<file path="src/sv/kpew_pkg.sv">
`timescale 1ns / 1ps
// ----------------------------------------------------------------------------
// kpew_pkg: shared types and constants
// Fixed output widths, CORDIC arctangent table, internal status struct.
// ----------------------------------------------------------------------------
package kpew_pkg;

	localparam int ANGLE_W    = 15;
	localparam int DIST_W     = 25;
	localparam int WEIGHT_W   = 39;
	localparam int CORDIC_N   = 22;
	localparam int STEP_W     = 5;
	localparam int ZACC_W     = 24;
	localparam int CS_W       = 34;
	localparam int TRACE_W    = 40;

	localparam logic [ANGLE_W-1:0]  ANGLE_MAX    = 15'd23040;
	localparam logic [DIST_W-1:0]   DIST_MAX     = {DIST_W{1'b1}};
	localparam logic [WEIGHT_W-1:0] WEIGHT_MAX   = {WEIGHT_W{1'b1}};
	localparam logic [ZACC_W-1:0]   QUARTER_TURN = 24'd2949120;

	// atan(2^-i) in 2^-15 degree
	function automatic logic [ZACC_W-1:0] atan_lut(input logic [STEP_W-1:0] i);
		logic [ZACC_W-1:0] v;
		begin
			case (i)
				5'd0:  v = 24'd1474560;
				5'd1:  v = 24'd870484;
				5'd2:  v = 24'd459940;
				5'd3:  v = 24'd233473;
				5'd4:  v = 24'd117189;
				5'd5:  v = 24'd58652;
				5'd6:  v = 24'd29333;
				5'd7:  v = 24'd14667;
				5'd8:  v = 24'd7334;
				5'd9:  v = 24'd3667;
				5'd10: v = 24'd1833;
				5'd11: v = 24'd917;
				5'd12: v = 24'd458;
				5'd13: v = 24'd229;
				5'd14: v = 24'd115;
				5'd15: v = 24'd57;
				5'd16: v = 24'd29;
				5'd17: v = 24'd14;
				5'd18: v = 24'd7;
				5'd19: v = 24'd4;
				5'd20: v = 24'd2;
				5'd21: v = 24'd1;
				default: v = '0;
			endcase
			return v;
		end
	endfunction

	typedef struct packed {
		logic start;
		logic busy;
		logic done;
	} ctl_t;

endpackage

</file>
<file path="src/sv/kpew_isqrt.sv">
`timescale 1ns / 1ps
// ----------------------------------------------------------------------------
// kpew_isqrt: digit-serial integer square root
// Restoring method, one result bit per cycle; floor(sqrt(n)).
// ----------------------------------------------------------------------------
module kpew_isqrt #(
	parameter int IN_W = 58
) (
	input  logic                clk,
	input  logic                arst_n,
	input  logic                start,
	input  logic [IN_W-1:0]     radicand,
	output kpew_pkg::ctl_t      ctl,
	output logic [IN_W/2-1:0]   root
);
	localparam int R_W   = IN_W / 2 + ((IN_W % 2) != 0 ? 1 : 0);
	localparam int N_W   = 2 * R_W;
	localparam int REM_W = R_W + 2;
	localparam int CNT_W = $clog2(R_W + 1);

	logic [N_W-1:0]   n_q;
	logic [REM_W-1:0] rem_q;
	logic [R_W-1:0]   root_q;
	logic [CNT_W-1:0] cnt_q;
	logic             busy_q;
	logic             done_q;

	logic [REM_W-1:0] rem_sh;
	logic [REM_W-1:0] trial;

	assign rem_sh = {rem_q[REM_W-3:0], n_q[N_W-1 -: 2]};
	assign trial  = {root_q, 2'b01};

	always_ff @(posedge clk or negedge arst_n) begin
		if (!arst_n) begin
			busy_q <= 1'b0;
			done_q <= 1'b0;
			cnt_q  <= '0;
		end else begin
			done_q <= 1'b0;
			if (start) begin
				busy_q <= 1'b1;
				cnt_q  <= CNT_W'(R_W);
			end else if (busy_q) begin
				if (cnt_q == CNT_W'(1)) begin
					busy_q <= 1'b0;
					done_q <= 1'b1;
				end
				cnt_q <= cnt_q - CNT_W'(1);
			end
		end
	end

	always_ff @(posedge clk) begin
		if (start) begin
			n_q    <= N_W'(radicand);
			rem_q  <= '0;
			root_q <= '0;
		end else if (busy_q) begin
			n_q <= {n_q[N_W-3:0], 2'b00};
			if (rem_sh >= trial) begin
				rem_q  <= rem_sh - trial;
				root_q <= {root_q[R_W-2:0], 1'b1};
			end else begin
				rem_q  <= rem_sh;
				root_q <= {root_q[R_W-2:0], 1'b0};
			end
		end
	end

	assign ctl.start = start;
	assign ctl.busy  = busy_q;
	assign ctl.done  = done_q;
	assign root      = root_q[IN_W/2-1:0];

endmodule

</file>
<file path="config.mk">
export PLATFORM = sky130hd
export DESIGN_NAME = kpew_isqrt
export DESIGN_NICKNAME = d
export VERILOG_FILES = /design/src/sv/kpew_pkg.sv /design/src/sv/kpew_isqrt.sv
export SDC_FILE = /design/constraint.sdc
export NUM_CORES = 1
export LEC_CHECK = 0
export BUFFER_PORTS_ARGS = -buffer_cell sky130_fd_sc_hd__buf_2
export CAP_MARGIN = 20
export CORE_MARGIN = 4
export CORE_UTILIZATION = 52
export DETAILED_ROUTE_END_ITERATION = 7
export PLACE_DENSITY_LB_ADDON = 0.25
export SYNTH_ARGS = -nofsm -noshare
export SYNTH_HDL_FRONTEND = slang
export SYNTH_SLANG_ARGS = --single-unit
export TNS_END_PERCENT = 5
</file>
<file path="constraint.sdc">
create_clock -name clk -period 2.4 [get_ports clk]
set_clock_uncertainty 0.15 [all_clocks]
set_input_delay 0.48 -clock clk [delete_from_list [all_inputs] [get_ports clk]]
set_output_delay 0.48 -clock clk [all_outputs]
set_load 0.005 [all_outputs]
</file>
==> run_results.csv, run 1 <==
group,metric,value,unit
timing,setup_viol,14,
synthesis,synth.avg_cell_area,10.5,um^2
routing,drc,0,
grt,grt_overflow_total,0,
synthesis,synth_area_leader_cell,"edfxtp_1",
timing,fmax,0.398,GHz
routing,vias_per_cell,5.41,
synthesis,synthDistinctLibCells,63,
grt,antenna_found_initial,0,
synthesis,syn-num-nets,729,
routing,wire_per_inst,16.2,um
synthesis,synthArstFlopShare,5.69,%
floorplanning,io_pins,93,
critical_path,start_kind,"register",
cts,cts_buffers,17,
routing,postRouteAntennaNets,0,
power_and_ir_drop,total_power,11.7,mW
final_layout,finalNonFillerCells,1026,
cts,path_clk_slew,0.06,ns
run_status,outcome,"complete, but fails checks",
cts,cts_root_buf,"clkbuf_16",
power_and_ir_drop,p_leak,4.17,nW
critical_path,cp.arrival,2.71,ns
final_layout,seq_area,3090,um^2
floorplanning,num_rows,41,
floorplanning,dieHeight,121,um
synthesis,synth_area_leaders,"edfxtp_1, dfxtp_1, mux2_2, ha_1, mux2i_1",
placed_design,gp_congestion,0.947,
routing,via_count,5547,
power_and_ir_drop,pwr_density_cell,1250,nW/um^2
routing,wirelength,16.6,mm
final_layout,postLayoutCellArea,9380,um^2
critical_path,critPathCaptureType,"register",
hold_path,hold_class,"input pin to register",
final_layout,syn_to_final_growth,40.1,%
synthesis,ys.flop_type,"edfxtp_1",
timing,final.min_clock_period,2.51,ns
cts,insertion_delay,0.43,ns
routing,drt_iter0_markers,283,
power_and_ir_drop,ir_worst_vdd,0.000798,V
synthesis,syn_inst,635,
synthesis,netlist_area,6690,um^2
timing,tns,-0.778,ns
grt,grt_max_degree,58,
grt,grt_pass1_vias,5684,
routing,drt_first_pass_iters,4,
grt,grt_pass1_wl,26.9,mm
flow_run,maxCapViolations,0,
final_layout,fillers,899,
floorplanning,core-area,12600,um^2
final_layout,insertedDiodeCount,0,
final_layout,multi_input_area,3830,um^2
final_layout,final_util,74.3,%
placed_design,placed_area,8350,um^2
timing,fin_crit_sh,105,%
synthesis,synth-edff-count,58,
timing,hold_violations,0,
timing,hold_ws,0.182,ns
timing,rsz0062_at_grt,"yes",
timing,worst_pin_slew,0.488,ns
critical_path,critPathMaxFanout,6,
grt,track_usage,23.2,%
critical_path,path_class,"register to register",
cts,cts.path.max_buffers,2,
floorplanning,initial_utilization,53.0,%
cts,h-tree-depth,4,
timing,maxSlewViolCount,0,
floorplanning,fp.dieW,121,um
timing,fin_ws,-0.111,ns
final_layout,layout-drive-gt1-share,47.4,%
cts,cts_num_sinks,123,
placed_design,post-place-ws,-0.220,ns
critical_path,required,2.60,ns
cts,cts_tree,"yes",
placed_design,port_buffers,92,
run_status,violations,"setup timing",
timing,slew_headroom,67.5,%
synthesis,yosysSeqAreaShare,46.0,%
synthesis,yosys_warnings,0,
synthesis,netlist.area_leader.share,26.0,%
final_layout,final_nets,935,
placed_design,dp_hpwl,11.6,mm
floorplanning,die_area,14700,um^2
synthesis,synth_seq_cells,123,
placed_design,dp.cells,985,
timing repair:
| action | 4_1_cts | 5_1_grt |
|---|---|---|
| endpoints found under the setup margin | 26 | 30 |
| endpoints found under the hold margin | 7 | 0 |
| hold buffers | 1 | 0 |
| setup buffers | 7 | 1 |
| gates resized for setup | 29 | 48 |
| pin swaps | 26 | 20 |
cells by family (layout without fill, tap and decap cells):
logic type,count (synthesis),after routing,synth area share (%)
AND/OR/NAND/NOR,154,154,10.9
AO/OA/AOI/OAI,130,130,13.6
flip-flops,123,123,46.0
multiplexers,95,95,15.3
buffers and inverters,73,292,4.58
adder cells (fa/ha/maj),33,33,6.17
XOR/XNOR,27,27,3.53
final timing paths:
check | from | to | slack, ns | cells past startpoint
worst min-delay path | radicand[1] | n_q[1]$_SDFFCE_PN0P_ | 0.18 | 2
worst min register to register | rem_q[28]$_SDFFE_PP0P_ | rem_q[28]$_SDFFE_PP0P_ | 0.34 | 2
worst max register to register | root[3]$_SDFFE_PP0P_ | rem_q[18]$_SDFFE_PP0P_ | -0.11 | 9
min in group asynchronous | arst_n | cnt_q[0]$_DFFE_PN0P_ | 0.28 | 2
max in group asynchronous | arst_n | busy_q$_DFF_PN0_ | 1.65 | 2
worst max-delay path | root[3]$_SDFFE_PP0P_ | rem_q[18]$_SDFFE_PP0P_ | -0.11 | 9
routing by layer:
| metal | global-route usage [%] | share of wire [%] |
|---|---|---|
| met1 | 26.9 | 41 |
| met2 | 39.5 | 52 |
| met3 | 7.51 | 5.4 |
| met4 | 9.66 | 2.1 |
| met5 | 0 | 0 |
power breakdown:
group / internal (mW) / total, mW / switching [mW]
Combinational: 3.31 / 6.39 / 3.08
Clock: 1.57 / 2.60 / 1.03
Sequential: 2.51 / 2.70 / 0.187
Total: 7.40 / 11.7 / 4.29
state kept, by name, summed over array words and instances, names as in the netlist:
| name | flops |
|---|---|
| cnt_q | 5 |
| busy_q | 1 |
| root | 29 |
| rem_q | 29 |
| done_q | 1 |
| n_q | 58 |
synthesized netlist by cell type (4+ instances only):
cell type and count:
buf_4 5, and2_1 4, a21oi_1 32, nor2_1 63, nand2_1 38, xnor2_1 17, mux2_2 56, o21ai_0 20
ha_1 33, nand2b_1 8, dfxtp_1 58, buf_1 7, nand4_1 8, nand3_1 9, clkbuf_1 16, a211oi_1 13
buf_2 5, edfxtp_1 58, mux2i_1 39, a21o_1 13, dfrtp_1 7, nor3_1 4, xor2_1 10, a32oi_1 7
o211ai_1 5, inv_1 39, o21a_1 5, a311oi_1 8
critical path, stage by stage (launching register included):
cell and delay, ns:
dfxtp_2 0.33, inv_2 0.05, ha_4 0.23, a21o_1 0.18, o41a_4 0.48, a2111oi_4 0.43
nor2_1 0.10, xor2_1 0.17, nand2_1 0.10, a311oi_2 0.22
layout by cell type (no fill, tap or decap), drive strengths merged, types with 13 or more instances in the layout:
cell | netlist | routed
a211oi | 14 | 14
edfxtp | 58 | 58
nand2 | 39 | 39
inv | 39 | 45
ha | 33 | 33
dfxtp | 58 | 58
clkbuf | 16 | 18
buf | 18 | 220
nor2 | 63 | 63
a21oi | 32 | 32
xnor2 | 17 | 17
o21ai | 24 | 24
mux2 | 56 | 56
mux2i | 39 | 39
a21o | 13 | 13
cell type report:
class,instances,area share (%)
clock buffers,18,4.68
clock inverters,14,1.67
inverters,39,1.56
multi-input cells,439,40.9
flip-flops and latches,123,33.0
well taps,172,2.29
repair buffers,221,15.9
Power figures use the tool's default switching activity.
==> run 2: changes to the inputs <==
CORE_UTILIZATION = 54   (was 52)
CTS_BUF_LIST = sky130_fd_sc_hd__clkbuf_8   (was not set)
==> run 2 against run 1 <==
  * The flow still finishes with violations (setup timing)
  * Final area is 2.8% lower
  * Critical path depth is 2 higher
  * Fmax is 1.9% lower
  * First-iteration DRC count is 2.8% higher
  * Non-clock buffer count is 3 higher
  * Global-route usage is 1.3 points higher
  * Critical path type unchanged
  * Sequential share of layout area is 0.96 points higher
  * Count of clock-buffer cells in the layout is 1 higher
  * Power is 8.6% lower
  * Wire length is 0.84% higher
  * Clock power is 35% lower
  * Die area is 3.5% lower
==> run_results.csv, run 2 (synthesized netlist as in run 1, its figures left out) <==
group,metric,value,unit
timing,final.min_clock_period,2.56,ns
routing,postRouteAntennaNets,0,
timing,slew_headroom,40.3,%
critical_path,path_cells,"inv_2, ha_4, o211ai_1, a21oi_2, o41a_4, a211oi_4, o21ai_2, buf_4, a211oi_4, o2111ai_1, nand3_1",
routing,drt_iter0_markers,291,
power_and_ir_drop,total_power,10.7,mW
routing,wirelength,16.7,mm
grt,grt_overflow_total,0,
critical_path,critPathCaptureType,"register",
critical_path,critPathMaxFanout,5,
floorplanning,die_area,14200,um^2
routing,via_count,5628,
floorplanning,core-area,12100,um^2
critical_path,crit_top_cell,"a211oi_4",
final_layout,syn_to_final_growth,36.3,%
final_layout,multi_input_area,3790,um^2
final_layout,regMostFlops,"n_q",
grt,track_usage,24.6,%
grt,grt_max_degree,67,
cts,cts_num_sinks,123,
placed_design,post-place-ws,-0.225,ns
hold_path,hold_class,"input pin to register",
timing,fin_ws,-0.159,ns
placed_design,port_buffers,92,
floorplanning,io_pins,93,
final_layout,postLayoutCellArea,9120,um^2
critical_path,start_kind,"register",
timing,fin_crit_sh,107,%
timing,hold_ws,0.177,ns
grt,antenna_found_initial,0,
placed_design,dp.cells,988,
cts,cts_buffers,17,
power_and_ir_drop,p_leak,4.07,nW
flow_run,maxCapViolations,0,
final_layout,fillers,832,
placed_design,gp_congestion,0.936,
power_and_ir_drop,ir_worst_vdd,0.000758,V
critical_path,path_class,"register to register",
floorplanning,initial_utilization,55.5,%
critical_path,cp_slowest_stage_delay,0.40,ns
cts,cts_tree,"yes",
grt,grt_pass1_vias,6056,
floorplanning,dieHeight,119,um
timing,hold_violations,0,
final_layout,layout_commonest_cell,"buf_4",
routing,drc,0,
final_layout,seq_area,3090,um^2
critical_path,worst-path-buf-inv,2,
timing,maxSlewViolCount,0,
final_layout,layout-drive-gt1-share,45.7,%
final_layout,finalNonFillerCells,1026,
final_layout,final_nets,939,
cts,cts.path.max_buffers,2,
timing,tns,-1.02,ns
routing,wire_per_inst,16.3,um
run_status,outcome,"complete, but fails checks",
critical_path,crit_family,"compound AO/OA/AOI/OAI gates",
placed_design,placed_area,8400,um^2
critical_path,required,2.62,ns
final_layout,insertedDiodeCount,0,
timing,rsz0062_at_grt,"yes",
cts,path_clk_slew,0.07,ns
power_and_ir_drop,pwr_density_cell,1170,nW/um^2
floorplanning,fp.dieW,119,um
final_layout,final_util,75.6,%
run_status,violations,"setup timing",
cts,h-tree-depth,4,
final_layout,final_cell_mix,"buf_4, buf_2, nor2_1",
routing,drt_first_pass_iters,7,
timing,fmax,0.391,GHz
cts,insertion_delay,0.44,ns
final_layout,largest_register_ffs,58,
routing,vias_per_cell,5.49,
timing,setup_viol,16,
critical_path,slowest_stage,"o41a_4",
placed_design,dp_hpwl,11.8,mm
critical_path,cp.arrival,2.78,ns
floorplanning,num_rows,40,
cts,cts_root_buf,"clkbuf_8",
grt,grt_pass1_wl,28.3,mm
timing,worst_pin_slew,0.893,ns
run 2: cell count changes in the layout (fill, tap and decap cells not counted), moves of 4 or more:
cell and delta:
clkbuf_16 -17, clkbuf_8 +18, inv_6 -5, a211oi_2 -4, buf_4 +5, o21ai_0 +4
run 2: layout make-up:
type	instances	area share, %
Sequential cell	123	33.9
Inverter	39	1.61
Clock inverter	13	1.13
Multi-Input combinational cell	440	41.6
Tap cell	168	2.31
Timing Repair Buffer	224	16.6
Clock buffer	19	2.87
run 2: timing repair:
| item | in CTS | in global routing |
|---|---|---|
| setup endpoints to repair | 25 | 29 |
| setup buffers | 4 | 0 |
| endpoints found under the hold margin | 7 | 0 |
| cloned | 1 | 0 |
| hold buffers | 1 | 0 |
| pin swaps | 22 | 15 |
| gates resized for setup | 36 | 25 |
run 2: per-layer routing:
layer / wire (um) / GRT usage, %
met5: 0 / 0
met4: 382 / 10.4
met3: 883 / 7.31
met2: 8480 / 43.0
met1: 7010 / 27.8
run 2: path summary, 6_finish.rpt:
kind                                 startpoint                      to  slack (ns)  cells after the start
min                                 radicand[0]    n_q[0]$_SDFFCE_PN0P_        0.18                      2
max                        root[1]$_SDFFE_PP0P_  rem_q[26]$_SDFFE_PP0P_       -0.16                     11
min reg2reg                cnt_q[4]$_DFFE_PN0P_    cnt_q[4]$_DFFE_PN0P_        0.38                      2
min in group asynchronous                arst_n    cnt_q[1]$_DFFE_PN0P_        0.26                      2
max in group asynchronous                arst_n        busy_q$_DFF_PN0_        1.67                      2
max reg2reg                root[1]$_SDFFE_PP0P_  rem_q[26]$_SDFFE_PP0P_       -0.16                     11
run 2: report_power, final:
group	leakage (nW)	switching [mW]	internal, mW	total [mW]
logic	2.72	3.05	3.25	6.29
registers	1.17	0.193	2.51	2.71
clock network	0.183	0.828	0.857	1.68
==> run 3: changes to the inputs <==
CORE_UTILIZATION = 30   (was 54)
==> run 3 against run 2 <==
  * The run still ends with setup timing left
  * Sequential share of layout area decreased by 0.46 points
  * Highest routed layer is now met5
  * Flip-flop and latch count unchanged
  * Final area up 1.4%
  * Die area increased by 74%
  * Critical endpoint is now rem_q[21]$_SDFFE_PP0P_
  * Sequential power fell by 1%
  * Cell count up 12%
  * Via count down 4.1%
  * Largest power group unchanged
  * Power grew 1.0%
  * Utilization down 33 points
  * Combinational power is 3% lower
==> run_results.csv, run 3 (synthesized netlist as in run 1, its figures left out) <==
group,metric,value,unit
critical_path,cp_slowest_stage_delay,0.43,ns
critical_path,path_class,"register to register",
critical_path,regToRegSetupSlack,-0.16,ns
floorplanning,io_pins,93,
timing,fin_ws,-0.157,ns
final_layout,final_util,42.2,%
final_layout,layout_commonest_cell,"buf_4",
power_and_ir_drop,p_leak,4.13,nW
run_status,outcome,"complete, but fails checks",
floorplanning,core-area,21900,um^2
critical_path,critPathCaptureType,"register",
final_layout,final_nets,947,
grt,grt_pass1_wl,28.3,mm
timing,setup_viol,27,
placed_design,port_buffers,92,
floorplanning,fp.dieW,157,um
floorplanning,num_rows,54,
routing,drc,0,
timing,hold_violations,0,
cts,cts.path.max_buffers,2,
timing,worst_pin_slew,0.404,ns
routing,postRouteAntennaNets,0,
timing,tns,-1.88,ns
routing,via_count,5395,
routing,vias_per_cell,4.70,
timing,fin_crit_sh,107,%
placed_design,dp_hpwl,12.3,mm
final_layout,layout-drive-gt1-share,46.0,%
critical_path,r2r-end,"rem_q[21]$_SDFFE_PP0P_",
critical_path,start_kind,"register",
placed_design,placed_area,8580,um^2
power_and_ir_drop,total_power,10.8,mW
grt,grt_pass1_vias,5579,
final_layout,multi_input_area,3680,um^2
critical_path,critPathMaxFanout,4,
grt,grt_max_degree,63,
critical_path,required,2.65,ns
placed_design,dp.cells,1108,
run_status,violations,"setup timing",
final_layout,final_cell_mix,"buf_4, buf_2, nor2_1",
floorplanning,initial_utilization,30.6,%
cts,path_clk_slew,0.09,ns
grt,track_usage,14.4,%
final_layout,syn_to_final_growth,38.1,%
timing,fmax,0.391,GHz
cts,cts_root_buf,"clkbuf_8",
final_layout,finalNonFillerCells,1147,
critical_path,path_cells,"inv_2, ha_4, buf_6, o211ai_1, o21ai_2, o211ai_1, o211a_1, o31ai_2, buf_4, a31oi_1, or4_4, nand3_2",
final_layout,fillers,2181,
floorplanning,dieHeight,157,um
critical_path,worst-path-buf-inv,3,
power_and_ir_drop,pwr_density_cell,1170,nW/um^2
cts,cts_tree,"yes",
flow_run,maxCapViolations,0,
power_and_ir_drop,ir_worst_vdd,0.000519,V
timing,maxSlewViolCount,0,
routing,drt_iter0_markers,291,
final_layout,postLayoutCellArea,9240,um^2
timing,final.min_clock_period,2.56,ns
critical_path,r2r-start,"root[1]$_SDFFE_PP0P_",
cts,insertion_delay,0.45,ns
cts,h-tree-depth,4,
final_layout,regMostFlops,"n_q",
final_layout,largest_register_ffs,58,
hold_path,hold_end,"rem_q[0]$_SDFFE_PP0P_",
hold_path,hold_depth,2,
cts,cts_buffers,17,
final_layout,seq_area,3090,um^2
cts,cts_num_sinks,123,
critical_path,crit_family,"compound AO/OA/AOI/OAI gates",
routing,drt_first_pass_iters,4,
timing,hold_ws,0.103,ns
floorplanning,die_area,24800,um^2
critical_path,path_depth,12,
grt,grt_overflow_total,0,
critical_path,reg2reg_depth,12,
routing,wire_per_inst,14.8,um
placed_design,gp_congestion,0.875,
critical_path,crit_top_cell,"o211ai_1",
timing,slew_headroom,72.7,%
hold_path,hold_start,"start",
grt,antenna_found_initial,4,
critical_path,cp.arrival,2.81,ns
hold_path,hold_class,"input pin to register",
placed_design,post-place-ws,-0.183,ns
critical_path,slowest_stage,"or4_4",
routing,wirelength,17.0,mm
timing,rsz0062_at_grt,"yes",
run 3: changes by cell type in the layout (fill, tap and decap cells not counted), sizes merged:
cell,before,now
buf,223,232
clkbuf,19,17
diode,0,1
inv,42,45
clkinvlp,3,2
clkinv,6,4
and2,6,5
bufinv,1,3
run 3: layer usage:
metal | up-vias | part of all wire, % | global-route usage [%]
met5 | - | 0.24 | 0
met4 | 8 | 1.1 | 3.77
met3 | 22 | 6.9 | 5.88
met2 | 112 | 47 | 23.3
met1 | 2504 | 45 | 17.8
li1 | 2749 | - | -
run 3: layout make-up:
type,instances,area share [%]
Tap cell,280,3.79
Clock inverter,15,1.99
Antenna cell,1,0.0271
Inverter,39,1.58
Sequential cell,123,33.5
Multi-Input combinational cell,439,39.8
Timing Repair Buffer,233,16.8
Clock buffer,17,2.53
run 3: worst max-delay path by stage:
| stage | startpoint | endpoint |
|---|---|---|
| global route | root[1]$_SDFFE_PP0P_ | rem_q[17]$_SDFFE_PP0P_ |
| finish | root[1]$_SDFFE_PP0P_ | rem_q[21]$_SDFFE_PP0P_ |
| floorplan | root[1]$_SDFFE_PP0P_ | rem_q[28]$_SDFFE_PP0P_ |
| CTS | root[1]$_SDFFE_PP0P_ | rem_q[25]$_SDFFE_PP0P_ |
| global placement | rem_q[1]$_SDFFE_PP0P_ | rem_q[28]$_SDFFE_PP0P_ |
| detailed placement | root[15]$_SDFFE_PP0P_ | rem_q[26]$_SDFFE_PP0P_ |
run 3: where the power goes:
group	leakage (nW)	internal, mW	total [mW]	switching, mW
Clock	0.206	1.04	2.03	0.982
Combinational	2.75	3.17	6.10	2.93
Sequential	1.17	2.51	2.67	0.160
run 3: repair_timing:
item | CTS | global route
pin swaps | 19 | 10
setup buffers | 3 | 2
setup endpoints to repair | 29 | 30
gates cloned | 0 | 0
hold buffers | 1 | 0
hold endpoints to repair | 7 | 0
gates resized for setup | 27 | 25
run 3: worst register-to-register path: cells and delay by family, from the launching register on:
family                   cells  cell delay, ns
AO/OA/AOI/OAI                6            0.92
flip-flops                   1            0.34
buffers and inverters        3            0.33
AND/OR/NAND/NOR              2            0.51
adder cells (fa/ha/maj)      1            0.26
